==> config.mk <==
export PLATFORM = sky130hd
export DESIGN_NAME = rc_pulse_width_reader
export DESIGN_NICKNAME = d
export VERILOG_FILES = /design/src/rtl/core/rcpw_pkg.sv /design/src/rtl/core/rcpw_div.sv /design/src/rtl/core/rc_pulse_width_reader.sv
export SDC_FILE = /design/constraint.sdc
export NUM_CORES = 1
export LEC_CHECK = 0
export CAP_MARGIN = 20
export CORE_MARGIN = 1
export CORE_UTILIZATION = 45
export DETAILED_ROUTE_END_ITERATION = 7
export DONT_BUFFER_PORTS = 1
export SYNTH_ARGS = -nofsm -noshare
export SYNTH_HDL_FRONTEND = slang
export SYNTH_SLANG_ARGS = --single-unit
==> constraint.sdc <==
create_clock -name clk -period 5.37 [get_ports clk]
set_clock_uncertainty 0.05 [all_clocks]
set_input_delay 0.2685 -clock clk [delete_from_list [all_inputs] [get_ports clk]]
set_output_delay 0.2685 -clock clk [all_outputs]
set_load 0.02 [all_outputs]
==> src/rtl/core/rcpw_pkg.sv <==
// shared types and constants of the rc pulse width reader
package rcpw_pkg;

  localparam int VALUE_W            = 16;
  localparam int TIME_W             = 32;
  localparam int HISTORY_DEPTH_DEF  = 4;
  localparam int CFG_IDX_W          = 2;

  localparam logic [VALUE_W-1:0] VALUE_MAX          = '1;
  localparam logic [VALUE_W-1:0] MIN_WIDTH_RESET    = 16'd1000;
  localparam logic [VALUE_W-1:0] MAX_WIDTH_RESET    = 16'd2000;
  localparam logic [VALUE_W-1:0] DEFAULT_VAL_RESET  = 16'd0;

  localparam logic [CFG_IDX_W-1:0] CFG_MIN_WIDTH   = 2'd0;
  localparam logic [CFG_IDX_W-1:0] CFG_MAX_WIDTH   = 2'd1;
  localparam logic [CFG_IDX_W-1:0] CFG_DEFAULT_VAL = 2'd2;

  typedef enum logic [2:0] {
    ST_IDLE,
    ST_SCALE,
    ST_DIVIDE,
    ST_SCAN,
    ST_OUTPUT
  } rcpw_state_t;

  typedef struct packed {
    logic               start;
    logic [VALUE_W-1:0] diff;
    logic [VALUE_W-1:0] den;
  } rcpw_div_req_t;

  typedef struct packed {
    logic               done;
    logic [VALUE_W-1:0] quotient;
  } rcpw_div_rsp_t;

endpackage

==> src/rtl/core/rcpw_div.sv <==
// bit-serial restoring divider: floor(65535 * diff / den), needs diff < den
module rcpw_div (
  input  logic                   clk,
  input  logic                   rst,
  input  rcpw_pkg::rcpw_div_req_t req,
  output rcpw_pkg::rcpw_div_rsp_t rsp
);
  import rcpw_pkg::*;

  localparam int CNT_W = $clog2(VALUE_W);

  logic [VALUE_W-1:0]   rem;
  logic [VALUE_W-1:0]   quo;
  logic [CNT_W-1:0]     cnt;
  logic                 busy;
  logic                 done;
  logic [2*VALUE_W-1:0] num;
  logic [VALUE_W:0]     trial;
  logic                 fits;

  // 65535 * diff as (diff << 16) - diff
  assign num   = {req.diff, {VALUE_W{1'b0}}} - {{VALUE_W{1'b0}}, req.diff};
  assign trial = {rem, quo[VALUE_W-1]};
  assign fits  = trial >= {1'b0, req.den};

  always_ff @(posedge clk) begin
    if (rst) begin
      busy <= 1'b0;
      done <= 1'b0;
    end else begin
      done <= busy && (cnt == CNT_W'(VALUE_W - 1));
      if (req.start) begin
        busy <= 1'b1;
      end else if (busy && (cnt == CNT_W'(VALUE_W - 1))) begin
        busy <= 1'b0;
      end
    end
  end

  // high half of the dividend is already below den, so one quotient bit a cycle
  always_ff @(posedge clk) begin
    if (req.start) begin
      rem <= num[2*VALUE_W-1:VALUE_W];
      quo <= num[VALUE_W-1:0];
      cnt <= '0;
    end else if (busy) begin
      if (fits) begin
        rem <= VALUE_W'(trial - {1'b0, req.den});
      end else begin
        rem <= trial[VALUE_W-1:0];
      end
      quo <= {quo[VALUE_W-2:0], fits};
      cnt <= cnt + CNT_W'(1);
    end
  end

  assign rsp.done     = done;
  assign rsp.quotient = quo;

endmodule

==> src/rtl/core/rc_pulse_width_reader.sv <==
// top level of the rc pulse width reader
//
// Input beats carry a pin level sample, its microsecond timestamp and a
// reinit flag; every accepted beat gives exactly one output beat.
// A rising edge stores the timestamp. A falling edge measures the width,
// clamps and scales it to 0..65535 between min_width_us and max_width_us,
// pushes it into the history and reports the minimum of the newest
// HISTORY_DEPTH-1 entries.
// Sequence: a beat with no falling edge is answered in the next cycle and
// the next beat may follow at once unless out_stall holds the output. A
// falling edge goes through these steps: capture the width, clamp, the
// bit-serial divider (one quotient bit a cycle), the minimum scan over the
// history (one entry a cycle) and the load of the output register.
// Clamped widths skip the divider.
// While the output register holds an untaken beat and out_stall is high,
// in_stall stays high, so a stalled receiver holds back the sender.
// Reset loads the register defaults, clears the level state and fills the
// history with zeros. Configuration beats are always taken (cfg_ready high).
module rc_pulse_width_reader #(
  parameter int HISTORY_DEPTH = rcpw_pkg::HISTORY_DEPTH_DEF
) (
  input  logic                            clk,
  input  logic                            rst,
  input  logic                            in_valid,
  output logic                            in_stall,
  input  logic                            pin_level,
  input  logic [rcpw_pkg::TIME_W-1:0]     time_us,
  input  logic                            reinit,
  output logic                            out_valid,
  input  logic                            out_stall,
  output logic [rcpw_pkg::VALUE_W-1:0]    current_value,
  output logic                            new_measurement,
  output logic [rcpw_pkg::VALUE_W-1:0]    latest_value,
  output logic [rcpw_pkg::TIME_W-1:0]     last_width_us,
  input  logic                            cfg_valid,
  output logic                            cfg_ready,
  input  logic [rcpw_pkg::CFG_IDX_W-1:0]  cfg_index,
  input  logic [rcpw_pkg::VALUE_W-1:0]    cfg_data
);
  import rcpw_pkg::*;

  localparam int IDX_W = $clog2(HISTORY_DEPTH);
  localparam logic [IDX_W-1:0] LAST_IDX = IDX_W'(HISTORY_DEPTH - 1);

  rcpw_state_t        state;
  rcpw_state_t        state_next;

  logic [VALUE_W-1:0] min_width_us;
  logic [VALUE_W-1:0] max_width_us;
  logic [VALUE_W-1:0] fill_value;

  logic               level_was_high;
  logic [TIME_W-1:0]  rise_time;
  logic [TIME_W-1:0]  measured_width;
  logic [VALUE_W-1:0] hist [HISTORY_DEPTH];
  logic [VALUE_W-1:0] hist_min;
  logic [IDX_W-1:0]   scan_idx;

  logic               in_acc;
  logic               fall;
  logic               out_free;
  logic               sat_hi;
  logic               sat_lo;
  logic               push_en;
  logic [VALUE_W-1:0] push_val;
  logic               load_direct;
  logic               load_edge;

  rcpw_div_req_t      div_req;
  rcpw_div_rsp_t      div_rsp;

  assign cfg_ready = 1'b1;
  assign in_acc    = in_valid && !in_stall;
  assign fall      = !reinit && !pin_level && level_was_high;
  assign out_free  = !out_valid || !out_stall;
  assign sat_hi    = measured_width >= TIME_W'(max_width_us);
  assign sat_lo    = measured_width <= TIME_W'(min_width_us);

  rcpw_div u_div (
    .clk (clk),
    .rst (rst),
    .req (div_req),
    .rsp (div_rsp)
  );

  // next state
  always_comb begin
    state_next = state;
    unique case (state)
      ST_IDLE: begin
        if (in_acc && fall) state_next = ST_SCALE;
      end
      ST_SCALE: begin
        state_next = (sat_hi || sat_lo) ? ST_SCAN : ST_DIVIDE;
      end
      ST_DIVIDE: begin
        if (div_rsp.done) state_next = ST_SCAN;
      end
      ST_SCAN: begin
        if (scan_idx == LAST_IDX) state_next = ST_OUTPUT;
      end
      ST_OUTPUT: begin
        if (out_free) state_next = ST_IDLE;
      end
      default: state_next = ST_IDLE;
    endcase
  end

  // control outputs
  always_comb begin
    in_stall      = 1'b1;
    push_en       = 1'b0;
    push_val      = '0;
    load_direct   = 1'b0;
    load_edge     = 1'b0;
    div_req.start = 1'b0;
    div_req.diff  = measured_width[VALUE_W-1:0] - min_width_us;
    div_req.den   = max_width_us - min_width_us;
    unique case (state)
      ST_IDLE: begin
        in_stall    = !out_free;
        load_direct = in_acc && !fall;
      end
      ST_SCALE: begin
        push_en       = sat_hi || sat_lo;
        push_val      = sat_hi ? VALUE_MAX : '0;
        div_req.start = !(sat_hi || sat_lo);
      end
      ST_DIVIDE: begin
        push_en  = div_rsp.done;
        push_val = div_rsp.quotient;
      end
      ST_SCAN: begin
      end
      ST_OUTPUT: begin
        load_edge = out_free;
      end
      default: begin
      end
    endcase
  end

  always_ff @(posedge clk) begin
    if (rst) begin
      state          <= ST_IDLE;
      min_width_us   <= MIN_WIDTH_RESET;
      max_width_us   <= MAX_WIDTH_RESET;
      fill_value     <= DEFAULT_VAL_RESET;
      level_was_high <= 1'b0;
      rise_time      <= '0;
      measured_width <= '0;
      hist_min       <= '0;
      out_valid      <= 1'b0;
      for (int i = 0; i < HISTORY_DEPTH; i++) begin
        hist[i] <= '0;
      end
    end else begin
      state <= state_next;

      if (cfg_valid && cfg_ready) begin
        case (cfg_index)
          CFG_MIN_WIDTH:   min_width_us <= cfg_data;
          CFG_MAX_WIDTH:   max_width_us <= cfg_data;
          CFG_DEFAULT_VAL: fill_value   <= cfg_data;
          default: begin
          end
        endcase
      end

      if (in_acc) begin
        if (reinit) begin
          level_was_high <= 1'b0;
          rise_time      <= '0;
          measured_width <= '0;
          hist_min       <= fill_value;
          for (int i = 0; i < HISTORY_DEPTH; i++) begin
            hist[i] <= fill_value;
          end
        end else if (pin_level) begin
          if (!level_was_high) begin
            rise_time      <= time_us;
            level_was_high <= 1'b1;
          end
        end else if (level_was_high) begin
          measured_width <= time_us - rise_time;
          level_was_high <= 1'b0;
        end
      end

      // shift line, oldest entry at index 0
      if (push_en) begin
        for (int i = 0; i < HISTORY_DEPTH - 1; i++) begin
          hist[i] <= hist[i+1];
        end
        hist[HISTORY_DEPTH-1] <= push_val;
        hist_min              <= VALUE_MAX;
      end else if (state == ST_SCAN) begin
        if (hist[scan_idx] < hist_min) hist_min <= hist[scan_idx];
      end

      if (load_direct || load_edge) begin
        out_valid <= 1'b1;
      end else if (!out_stall) begin
        out_valid <= 1'b0;
      end
    end
  end

  // scan index and output beat registers
  always_ff @(posedge clk) begin
    if (push_en) begin
      scan_idx <= IDX_W'(1);
    end else if (state == ST_SCAN) begin
      scan_idx <= scan_idx + IDX_W'(1);
    end

    if (load_direct) begin
      new_measurement <= 1'b0;
      if (reinit) begin
        current_value <= fill_value;
        latest_value  <= fill_value;
        last_width_us <= '0;
      end else begin
        current_value <= hist_min;
        latest_value  <= hist[HISTORY_DEPTH-1];
        last_width_us <= measured_width;
      end
    end else if (load_edge) begin
      new_measurement <= 1'b1;
      current_value   <= hist_min;
      latest_value    <= hist[HISTORY_DEPTH-1];
      last_width_us   <= measured_width;
    end
  end

  // newest entry is always part of the minimum
  a_min_le_latest: assert property (@(posedge clk) disable iff (rst)
    out_valid |-> current_value <= latest_value)
    else $error("current_value above latest_value");

  a_div_done_state: assert property (@(posedge clk) disable iff (rst)
    div_rsp.done |-> state == ST_DIVIDE)
    else $error("divider finished outside the divide phase");

  a_fall_to_scale: assert property (@(posedge clk) disable iff (rst)
    (in_acc && fall) |=> (state == ST_SCALE && !out_valid) || state == ST_SCALE)
    else $error("falling edge did not start scaling");

  a_edge_beat_flag: assert property (@(posedge clk) disable iff (rst)
    load_edge |=> out_valid && new_measurement)
    else $error("edge beat lost its measurement flag");

endmodule
== Word-level counts from Yosys, hierarchy flattened ==
Memories as Yosys holds them, arrays and structs flattened. A register that Yosys moved wholly into a read port is not among the register bits.
Cells that the tools add are included.

* Register bits after elaboration: 238
* Memory bits (writable): 64
* Bits of input ports: 57
* Output and inout bits: 68
* Word-level logic and storage cells: 146
* Memories kept: 1

* Add/sub/neg operators: 7
* Order comparisons: 4
* Eq/ne operators: 15
* Muxes and demuxes: 62
* Bitwise operators: 8
* Reductions and logical operators: 30

{| class="wikitable"
|+ Memory list
! memory !! depth !! bits a word !! rd ports !! clocked after Yosys merged registers in !! write ports !! RTL line !! source
|-
| hist || 4 || 16 || 4 || 1 || 4 || rc_pulse_width_reader.sv:55 || <nowiki>logic [VALUE_W-1:0] hist [HISTORY_DEPTH];</nowiki>
|}

{| class="wikitable"
|+ Operators by type and width
! operator !! count
|-
| two-way mux 16 bit || 24
|-
| two-way mux 32 bit || 9
|-
| subtractor 16 bit || 3
|-
| >= comparator 32 x 16 -> 1 bit || 1
|-
| less-or-equal comparator 32 x 16 -> 1 bit || 1
|-
| one-hot mux 16 bit (2 select lines) || 1
|-
| subtractor 32 x 16 -> 32 bit || 1
|-
| subtractor 32 bit || 1
|-
| two-way mux 1 bit || 20
|-
| >= comparator 17 x 16 -> 1 bit || 1
|-
| less-than comparator 16 bit || 1
|-
| one-hot mux 3 bit (5 select lines) || 1
|-
| two-way mux 3 bit || 4
|-
| nonzero test 2 bit || 5
|-
| logical NOT 1 bit || 8
|-
| != test 2 bit, second input constant || 4
|-
| bitwise OR 1 bit || 8
|-
| equality test 3 x 2 -> 1 bit, second input constant || 2
|-
| logical AND 1 bit || 6
|-
| != test 2 x 1 -> 1 bit, second input constant || 3
|-
| AND reduction 2 bit || 3
|-
| AND reduction 3 bit || 2
|-
| adder 4 x 1 -> 4 bit, second input constant || 1
|-
| equality test 2 bit, second input constant || 2
|-
| 11 further kinds || 14
|}

== Longest topological paths before layout ==
Gate-level depths: netlist (run 1).

* Depth in word-level cells: 11
* Gate-level depth with buffers: 25
* Mapped depth without buffers: 24

== Modules after synthesis ==
From an unflattened synthesis (run 1), not the netlist that was laid out.

* Cells, all modules: 1921
* Area total of the unflattened synthesis: 17847.1 µm²

{| class="wikitable"
|+ Modules (own cells, without submodules)
! module !! times used !! cells an instance !! area an instance (µm²) !! sequential area each (µm²)
|-
| rc_pulse_width_reader || 1 || 1572 || 14701.6 || 6606.3
|-
| rcpw_div || 1 || 349 || 3145.5 || 1081.0
|}

== Worst setup path before layout (run 1) ==
No wires, ideal clock.

* Path type: flip-flop to flip-flop
* Start: register min_width_us[0]
* End: register u_div.rem[5], data pin
* Setup time: 0.275 ns
* Data arrival time: 4.425 ns
* Required time: 5.045 ns
* Setup slack: 0.621 ns
* Stages on the path, launching flop included: 24
* Buffers on the path: 1
* Clock period less this slack: 4.749 ns
* Cell sequence: dfxtp_1 ha_1 inv_1 fa_1 a21o_1 a21oi_1 o21bai_1 a21oi_1 o21bai_1 a211oi_1 o21ai_0 a31o_2 a21oi_1 xor2_1 ha_1 nand4_1 nor4_1 nor3_1 nand2_1 a31oi_1 clkbuf_1 nor2_1 a211oi_1 a31oi_1

* Longest elaborated chain between the ends: 5
* Elaborated cells between the ends (all ways): 12
* Those cells by class: add/sub: 4; order compare: 2; mux: 4; reduce/logical: 2

{| class="wikitable"
|+ Ends and longest elaborated chain
! what !! RTL line !! source
|-
| start: declaration || rc_pulse_width_reader.sv:48 || <nowiki>logic [VALUE_W-1:0] min_width_us;</nowiki>
|-
| start signal: assignment || rc_pulse_width_reader.sv:162 || <nowiki>CFG_MIN_WIDTH: min_width_us <= cfg_data;</nowiki>
|-
| subtractor 16 bit or less-or-equal comparator 32 x 16 -> 1 bit (tied branches) || rc_pulse_width_reader.sv:118, rc_pulse_width_reader.sv:77 ||
|-
| subtractor 16 bit (tied with other cells) || rcpw_div.sv:48 || <nowiki>rem <= VALUE_W'(trial - {1'b0, req.den});</nowiki>
|-
| two-way mux 16 bit or logical NOT 1 bit (tied branches) || rcpw_div.sv:47, rc_pulse_width_reader.sv:127 ||
|-
| two-way mux 16 bit or two-way mux 1 bit (tied branches) || rcpw_div.sv:46, rc_pulse_width_reader.sv:119 ||
|-
| two-way mux 16 bit (*) || rcpw_div.sv:42 || <nowiki>if (req.start) begin</nowiki>
|-
| end signal: assignment || rcpw_div.sv:43 || <nowiki>rem <= num[2*VALUE_W-1:VALUE_W];</nowiki>
|-
| end signal: assignment || rcpw_div.sv:48 ||
|-
| end signal: assignment || rcpw_div.sv:50 || <nowiki>rem <= trial[VALUE_W-1:0];</nowiki>
|-
| end: declaration || rcpw_div.sv:12 || <nowiki>logic [VALUE_W-1:0] rem;</nowiki>
|}

Every way passes the cells marked *; elsewhere a longest branch is shown, timed or not. The select of a mux whose other input is x is not followed.
A chain may end at the register's enable or synchronous reset.

== Worst setup path in the final report (run 1) ==
* Start: register min_width_us[1]
* End: register u_div.rem[4], data pin

Same word-level chain as after synthesis.

==> flow_summary.toml, run 1 <==
[die]
initial_core_util = 0.4564
die_x_um = 197.4
core-area_um2 = 37670
die_y_um = 197.4
fp-row-count = 71
die_area_um2 = 38980
io_pins = 125

[timing]
hold_violations = 0
tightestPinTransition_ns = 1.059
final_max_slew_viol_count = 0
relSlewSlack = 0.2827
setup_viol = 0
hold_ws_ns = 0.01395
period_needed_ns = 5.055
max_freq_mhz = 197.8
fin_crit_sh = 0.9414

[clock_tree]
cts_tree = "done"
cts_root_buf = "clkbuf_16"
h-tree-depth = 2
path_clk_slew_ns = 0.06
cts.sinks = 304
numCtsBuffers = 35
clk_latency_ns = 0.54
ctsLongestPathBuffers = 3

[drt]
wl_mm = 47.44
firstDrtPassIters = 5
wl_per_cell_um = 19.65
drc = 0
vias_per_cell = 5.651
drtIter0Drc = 1022
dr_total_vias = 13640
detail-route-antenna-nets = 0

[synthesis]
synthTopCellsByArea = "edfxtp_1, dfxtp_1, ha_1"
syn_area_um2 = 17190
yosysTopAreaCell = "edfxtp_1"
yosysSeqAreaShare = 0.4472
synth-seq-cells = 304
yosysWarnings = 0
ys.flop_type = "edfxtp_1"
syn-instance-count = 1851
synth_top_area_frac = 0.2795
avgSynthCellArea_um2 = 9.286
synth_cell_types = 72
syn_nets = 2025
synth-edff-count = 160
synthArstFlopShare = 0

[final_layout]
drive_above_1_share = 0.06467
area_growth_pct = 12.69
final_common_cell = "nand2_1"
num-fill-cells = 3516
layout_common_cells = "nand2_1, edfxtp_1, a21oi_1"
final_area_um2 = 19370
layout.nets = 2050

[place]
port-buffer-count = 0
gp_congestion = 0.9082
place_area_um2 = 17700
post-dp-hpwl_mm = 34.02

[hold_path]
hold_path.class = "in -> reg"

[critical_path]
criticalPathCategory = "reg -> reg"
cp.arrival_ns = 5.26
crit_fanout = 27
crit_path_start_kind = "flip-flop"
crit_required_ns = 5.57
crit_path_end_kind = "flip-flop"

[power]
power_density_nw_per_um2 = 310.5
p_leak_nw = 7.534
irDropWorstVdd_mv = 0.2418

[grt]
grt_pass1_wl_mm = 73.79
track_usage = 0.2431
grt_antenna_before_repair = 5
grt_max_degree = 122
first_global_vias = 12880
grt-ovfl-total = 0

[outcome]
status = "completed"

[run]
cap_violations = 0
[cell usage after synthesis, drive strengths merged, types with 15 or more instances]
cell / count
xnor2: 51
clkbuf: 74
mux4: 16
nand4: 16
nor2b: 47
a211o: 18
inv: 157
xor2: 28
nor3b: 34
nor3: 25
o21a: 17
nand3: 24
nand2: 213
a21o: 34
o21ai: 140
a311oi: 16
nand2b: 15
dfxtp: 144
edfxtp: 160
a211oi: 17
ha: 113
nor2: 146
or3: 15
a21oi: 160
[area by class of cell]
cell class / instances / area [um2] / area share
diodes: 1 / 2.502 / 0.0001292
clock buffers: 45 / 943.4 / 0.04870
multi-input cells: 1310 / 8662 / 0.4472
flip-flops and latches: 304 / 7687 / 0.3969
clock inverters: 18 / 167.7 / 0.008656
repair buffers: 68 / 678.2 / 0.03501
well taps: 511 / 639.4 / 0.03301
inverters: 157 / 589.3 / 0.03042
[cells by family after synthesis]
family,Yosys count,synth area share
adder cells (fa/ha/maj),117,0.08691
XOR/XNOR,79,0.04025
buffers and inverters,237,0.05219
AND/OR/NAND/NOR,597,0.1695
AO/OA/AOI/OAI,488,0.1756
flip-flops,304,0.4472
multiplexers,28,0.02810
other,1,0.0002182
[through the flow]
stage | setup TNS, ns | setup slack, ns | total power (W) | util | cells
floorplan | 0 | 0.6205 | 0.003418 | - | 1851
detailed placement | 0 | 0.2773 | 0.003638 | 0.4700 | 2299
CTS | 0 | 0.2622 | 0.006051 | 0.5138 | 2413
finish | 0 | 0.3149 | 0.006015 | 0.5143 | 2414
global route | -0.06327 | -0.04129 | 0.006261 | 0.5142 | 2413
global placement | 0 | 0.3540 | 0.003621 | 0.4700 | 2299
[layer usage]
| layer | share of wire | routed length [um] | global-route usage | up-vias |
|---|---|---|---|---|
| li1 | - | - | - | 6640 |
| met1 | 0.46 | 21980 | 0.3427 | 6512 |
| met2 | 0.46 | 21630 | 0.3875 | 412 |
| met3 | 0.060 | 2864 | 0.03893 | 70 |
| met4 | 0.019 | 912 | 0.06029 | 8 |
| met5 | 0.0012 | 56 | 0 | - |
[timing repair]
action                                 4_1_cts  5_1_grt
setup buffers                                0        0
setup endpoints to repair                    0        5
resized for setup                            0        3
hold buffers                                51        0
endpoints found under the hold margin      122        0
[where the power goes]
group / total [W] / internal, W / switching (W)
clock network: 0.00235 / 0.00135 / 0.00100
logic: 0.00100 / 0.000421 / 0.000582
registers: 0.00266 / 0.00256 / 0.0000982
total: 0.00601 / 0.00433 / 0.00168
[worst max-delay path, stage by stage, from the launching register on]
cell and delay [ns]:
dfxtp_1 0.33, inv_1 0.11, ha_1 0.30, nor2b_1 0.13
o21ai_0 0.23, a21oi_1 0.12, o21ai_0 0.40, a21oi_1 0.17
a41o_1 0.29, o41ai_1 0.29, buf_4 0.19, o2111ai_1 0.14
a21oi_1 0.20, xnor2_1 0.14, ha_1 0.30, nand4_1 0.15
nor4_2 0.06, nor3_2 0.18, nand2_1 0.09, a31oi_2 0.20
buf_12 0.21, mux2_2 0.35, nor2_1 0.10, a31oi_1 0.05
[path summary, 6_finish.rpt]
check,from,end,slack (ns),cells after the start
setup / recovery,min_width_us[1],u_div.rem[4],0.31,23
hold reg to reg,min_width_us[11],min_width_us[11],0.41,2
setup reg to reg,min_width_us[1],u_div.rem[4],0.31,23
hold / removal,time_us[6],rise_time[6],0.01,3
[state kept, by name (all words and copies together) (netlist names), 2 cells and up, named ones only]
signal / cells
hist: 64
u_div.cnt: 4
u_div.rem: 16
max_width_us: 16
scan_idx: 2
u_div.quo: 16
last_width_us: 32
rise_time: 32
latest_value: 16
hist_min: 16
measured_width: 32
min_width_us: 16
fill_value: 16
state: 3
current_value: 16
Power figures use the tool's default switching activity.
==> run 2: changes to the inputs <==
--- a/config.mk
+++ b/config.mk
@@ -6,10 +6,13 @@
 export NUM_CORES = 1
 export LEC_CHECK = 0
 export CAP_MARGIN = 20
+export CELL_PAD_IN_SITES_DETAIL_PLACEMENT = 1
+export CELL_PAD_IN_SITES_GLOBAL_PLACEMENT = 1
 export CORE_MARGIN = 1
 export CORE_UTILIZATION = 45
 export DETAILED_ROUTE_END_ITERATION = 7
 export DONT_BUFFER_PORTS = 1
+export PLACE_DENSITY_LB_ADDON = 0.1
 export SYNTH_ARGS = -nofsm -noshare
 export SYNTH_HDL_FRONTEND = slang
 export SYNTH_SLANG_ARGS = --single-unit
==> run 2 against run 1 <==
Effect of this change:
- fmax rose by 0.79%
- register-to-register slack gained 0.04 ns
- total power increased by 1.4%
- sequential power is essentially flat
- sequential share of layout area decreased by 0.12 points
- setup slack better by 0.040 ns
- non-clock buffer count grew 4
- core utilization grew 0.15 points
- routed wire length rose by 11%
- design area increased by 0.29%
- worst hold slack better by 0.029 ns
- global-route usage increased by 2.9 points
- critical endpoint is now u_div.rem[13]
- largest cell class unchanged
- largest power group unchanged
==> flow_summary.toml, run 2 (synthesis results as in run 1) <==
[outcome]
status = "completed"

[hold_path]
hold_depth = 3
hold_path.class = "in -> reg"
hold_start = "time_us[31]"
holdPathEnd = "measured_width[31]"

[power]
irDropWorstVdd_mv = 0.2200
p_sw_frac = 0.2817
comb_power_share = 0.168
p_leak_nw = 7.562
seqPwrFrac = 0.437
p_sw_w = 0.001717
pwr-share-clk = 0.394
power_density_nw_per_um2 = 313.8
p_int_w = 0.004379

[final_layout]
max_flop_register = "hist"
multi_input_area_um2 = 8668
layout.nets = 2055
final_common_cell = "nand2_1"
stdcell_count = 2423
final_area_um2 = 19430
drive_above_1_share = 0.06342
seq_area_um2 = 7687
layout_common_cells = "nand2_1, edfxtp_1, a21oi_1"
area_growth_pct = 13.01
largest_reg_flops = 64
num-fill-cells = 4312
finish.utilization = 0.5157

[critical_path]
cpPeakStageDelay_ns = 0.37
criticalPathCategory = "reg -> reg"
r2r-start = "min_width_us[1]"
crit_fanout = 11
cp.arrival_ns = 5.27
rrSetupSlack_ns = 0.35
crit_buf_inv = 2
path_cells = "inv_1, ha_1, nor2b_1, o21ai_0, a21oi_1, o21ai_0, a21oi_1, a41o_1, o41ai_2, o2111ai_1, a21oi_1, xnor2_1, ha_1, nand4_1, nor4_1, nor3_2, nand2_1, a31oi_2, buf_4, mux2i_1, o22ai_1, a31o_1"
crit_path_end_kind = "flip-flop"
reg2reg_depth = 22
crit_path_frequent_cell = "a21oi_1"
crit_path_start_kind = "flip-flop"
crit_required_ns = 5.63
reg2reg_to = "u_div.rem[13]"
cp_top_family = "compound AO/OA/AOI/OAI gates"
cpMaxStageDelayCell = "o41ai_2"

[die]
die_x_um = 197.4
fp-row-count = 71
io_pins = 125
die_area_um2 = 38980
core-area_um2 = 37670
initial_core_util = 0.4564
die_y_um = 197.4

[drt]
wl_per_cell_um = 21.69
drc = 0
vias_per_cell = 5.714
detail-route-antenna-nets = 0
drtIter0Drc = 814
dr_total_vias = 13850
firstDrtPassIters = 5
wl_mm = 52.54

[place]
post-dp-hpwl_mm = 37.92
gp_congestion = 0.9020
dp_cells = 2299
port-buffer-count = 0
place_area_um2 = 17690
dp_slack_ns = 0.05510

[timing]
finalSetupTns_ns = 0
max_freq_mhz = 199.4
final.setup.worst_slack_ns = 0.3544
tightestPinTransition_ns = 1.119
final_max_slew_viol_count = 0
setup_viol = 0
fin_crit_sh = 0.9340
relSlewSlack = 0.2500
period_needed_ns = 5.016
hold_violations = 0

[grt]
first_global_vias = 14220
track_usage = 0.2716
grt_max_degree = 122
grt-ovfl-total = 0
grt_pass1_wl_mm = 81.53
grt_antenna_before_repair = 4

[clock_tree]
clk_latency_ns = 0.56
cts_tree = "done"
h-tree-depth = 2
cts_root_buf = "clkbuf_16"
numCtsBuffers = 36
ctsLongestPathBuffers = 3
cts.sinks = 304
path_clk_slew_ns = 0.06

[run]
cap_violations = 0
[run 2: changes by cell type in the layout (fill, tap and decap cells not counted), sizes merged]
cell	change
clkbuf	+4
diode	+3
clkinvlp	-2
dlygate4sd3	+2
buf	+1
bufinv	+1
clkinv	-1
inv	+1
[run 2: cell type report]
class	instances	share of cell area
multi-input combinational	1310	0.4462
sequential	304	0.3957
clock buffer	48	0.04869
timing repair buffer	72	0.03626
tap	511	0.03291
inverter	157	0.03034
clock inverter	17	0.009339
antenna	4	0.0005153
[run 2: worst max-delay path by stage]
stage / from / endpoint / depth (start not counted)
floorplan: min_width_us[0] / u_div.rem[5] / 23
global placement: max_width_us[0] / u_div.rem[4] / 24
detailed placement: min_width_us[1] / u_div.rem[4] / 22
CTS: min_width_us[1] / u_div.rem[4] / 22
global route: min_width_us[1] / u_div.rem[4] / 22
finish: min_width_us[1] / u_div.rem[13] / 22
[run 2: tightest hold or removal path: cells and delay by family]
kind,cells,cell delay (ns)
xor+xnor,2,0.22
compound gates,1,0.12
[run 2: power by group through the flow]
stage                     clock, W  sequential (W)  combinational [W]
after global routing       0.00254         0.00268            0.00113
after floorplan                  0         0.00268           0.000737
after global placement           0         0.00271           0.000910
after detailed placement         0         0.00272           0.000944
after CTS                  0.00245         0.00267            0.00102
final                      0.00240         0.00267            0.00103
[run 2: metal layers]
metal  part of all wire  track usage
met1               0.45       0.3630
met2               0.47       0.4459
met3              0.047      0.04234
met4              0.029      0.09331
met5            0.00025            0
[run 2: repair_timing]
| item | 4_1_cts | 5_1_grt |
|---|---|---|
| resized for setup | 0 | 6 |
| setup buffers | 0 | 1 |
| setup endpoints to repair | 0 | 17 |
| hold buffers | 53 | 0 |
| hold endpoints to repair | 122 | 0 |
[run 2: through the flow]
step                      hold WS [ns]  power, W
after global routing           0.08423  0.006346
after CTS                      0.01507  0.006134
final                          0.04325  0.006096
after floorplan                 0.3363  0.003418
after detailed placement        0.3074  0.003660
after global placement          0.3050  0.003619
==> run 3: changes to the inputs <==
==> constraint.sdc (replaced) <==
create_clock -name clk -period 5.37 [get_ports clk]
set_clock_uncertainty 0.05 [all_clocks]
set_input_delay 0.2685 -clock clk [delete_from_list [all_inputs] [get_ports clk]]
set_output_delay 0.2685 -clock clk [all_outputs]
set_load 0.05 [all_outputs]
==> run 3 against run 2 <==
Effect of this change:
- design area is 0.23% higher
- non-clock buffer count decreased by 5
- fmax is 0.90% lower
- sequential share of layout area fell by 0.089 points
- largest cell class unchanged
- the run now ends with negative hold slack left
- flip-flop and latch count unchanged
- critical endpoint is now u_div.rem[4]
==> flow_summary.toml, run 3 (synthesis results as in run 1) <==
[outcome]
status = "finished with violations"
violations = "negative hold slack"

[power]
seqPwrFrac = 0.437
p_sw_frac = 0.2849
p_leak_nw = 7.585
power_density_nw_per_um2 = 321.5
irDropWorstVdd_mv = 0.2175
comb_power_share = 0.163
p_sw_w = 0.001783
pwr-share-clk = 0.399
p_int_w = 0.004476

[hold_path]
hold_path.class = "in -> reg"

[clock_tree]
numCtsBuffers = 37
cts.sinks = 304
path_clk_slew_ns = 0.06
clk_latency_ns = 0.54
cts_tree = "done"
h-tree-depth = 2
ctsLongestPathBuffers = 3
cts_root_buf = "clkbuf_16"

[timing]
tightestPinTransition_ns = 1.080
fin_crit_sh = 0.9424
relSlewSlack = 0.2763
max_freq_mhz = 197.6
hold_violations = 1
period_needed_ns = 5.061
hold_ws_ns = -0.001200
final_max_slew_viol_count = 0
setup_viol = 0

[critical_path]
path_cells = "inv_1, ha_1, nor2b_1, o21ai_0, a21oi_1, o21ai_0, a21oi_1, a41o_1, o41ai_2, o2111ai_1, a21oi_1, xnor2_1, ha_1, nand4_1, nor4_2, nor3_2, nand2_1, a31oi_2, buf_4, mux2_2, nor2_1, a31oi_1"
r2r-start = "min_width_us[1]"
cpPeakStageDelay_ns = 0.40
cpMaxStageDelayCell = "o41ai_2"
cp_top_family = "compound AO/OA/AOI/OAI gates"
reg2reg_to = "u_div.rem[4]"
crit_buf_inv = 2
crit_fanout = 16
crit_end = "u_div.rem[4]"
crit_required_ns = 5.59
crit_path_frequent_cell = "a21oi_1"
rrSetupSlack_ns = 0.31
criticalPathCategory = "reg -> reg"
reg2reg_depth = 22
path_depth = 22
crit_path_end_kind = "flip-flop"
critPathLaunch = "min_width_us[1]"
cp.arrival_ns = 5.29
crit_path_start_kind = "flip-flop"

[place]
gp_congestion = 0.9135
place_area_um2 = 17690
post-dp-hpwl_mm = 37.63
dp_cells = 2299
port-buffer-count = 0

[final_layout]
layout.nets = 2051
final_area_um2 = 19470
max_flop_register = "hist"
area_growth_pct = 13.27
stdcell_count = 2421
largest_reg_flops = 64
layout_common_cells = "nand2_1, edfxtp_1, a21oi_1"
drive_above_1_share = 0.06611
final_common_cell = "nand2_1"

[run]
cap_violations = 0

[drt]
firstDrtPassIters = 7
dr_total_vias = 13850
detail-route-antenna-nets = 0
drtIter0Drc = 866
wl_per_cell_um = 21.54
wl_mm = 52.15
vias_per_cell = 5.719
drc = 0

[die]
initial_core_util = 0.4564
core-area_um2 = 37670
die_area_um2 = 38980
io_pins = 125
die_y_um = 197.4
fp-row-count = 71
die_x_um = 197.4

[grt]
track_usage = 0.2702
grt_max_degree = 122
grt-ovfl-total = 0
first_global_vias = 14100
grt_pass1_wl_mm = 81.15
grt_antenna_before_repair = 8
-- run 3: how the worst min path moves through the flow --
stage | startpoint | to | slack [ns] | cells after the start
4_1_cts | time_us[2] | rise_time[2] | 0.0001 | 3
2_1_floorplan | cfg_data[3] | min_width_us[3] | 0.34 | 1
3_5_place_dp | rst | hist_min[1] | 0.31 | 1
5_1_grt | time_us[21] | rise_time[21] | 0.02 | 3
6_report | time_us[21] | rise_time[21] | -0.001 | 3
3_3_place_gp | rst | hist_min[5] | 0.30 | 1
-- run 3: cell type report --
type	count	area [um2]
tap	511	639.4
multi-input combinational	1310	8675
clock buffer	51	1071
fill	4244	18200
antenna	4	10.01
timing repair buffer	67	663.1
sequential	304	7687
clock inverter	17	135.1
inverter	157	589.3
-- run 3: worst register-to-register path: cells and delay by family, from the launching register on --
| family | cells | cell delay, ns |
|---|---|---|
| AOI/OAI and AO/OA | 10 | 2.21 |
| xor gates and xnor gates | 1 | 0.15 |
| adders and majority gates | 2 | 0.62 |
| buffers and inverters | 2 | 0.36 |
| DFF | 1 | 0.33 |
| muxes | 1 | 0.36 |
| and+or+nand+nor | 6 | 0.71 |
-- run 3: per-layer routing --
| layer | wire (um) | up-vias | global-route usage |
|---|---|---|---|
| met1 | 23910 | 6871 | 0.3606 |
| met2 | 25250 | 275 | 0.4576 |
| met3 | 2207 | 57 | 0.04644 |
| met5 | 41 | - | 0 |
| met4 | 741 | 6 | 0.05685 |
| li1 | - | 6636 | - |
-- run 3: stage by stage --
step	total power (W)	utilization	hold WS, ns	setup slack [ns]	TNS [ns]
2_1_floorplan	0.003494	-	0.3363	0.6205	0
3_3_place_gp	0.003697	0.4697	0.3041	0.2876	0
3_5_place_dp	0.003732	0.4697	0.3140	0.02407	0
4_1_cts	0.006307	0.5152	0.0001046	0.01407	0
5_1_grt	0.006512	0.5166	0.01589	-0.02264	-0.02264
6_report	0.006259	0.5169	-0.001200	0.3090	0
-- run 3: repair_timing --
item	in CTS	in global routing
endpoints found under the setup margin	0	14
resized for setup	0	5
buffers inserted	0	0
hold endpoints to repair	122	0
hold buffers	48	0
-- run 3: power by group through the flow --
stage	Clock (W)	Sequential [W]	Combinational, W
after floorplan	0	0.00275	0.000739
after global placement	0	0.00278	0.000914
after detailed placement	0	0.00279	0.000945
after CTS	0.00255	0.00274	0.00102
after global routing	0.00263	0.00275	0.00113
final	0.00250	0.00274	0.00102
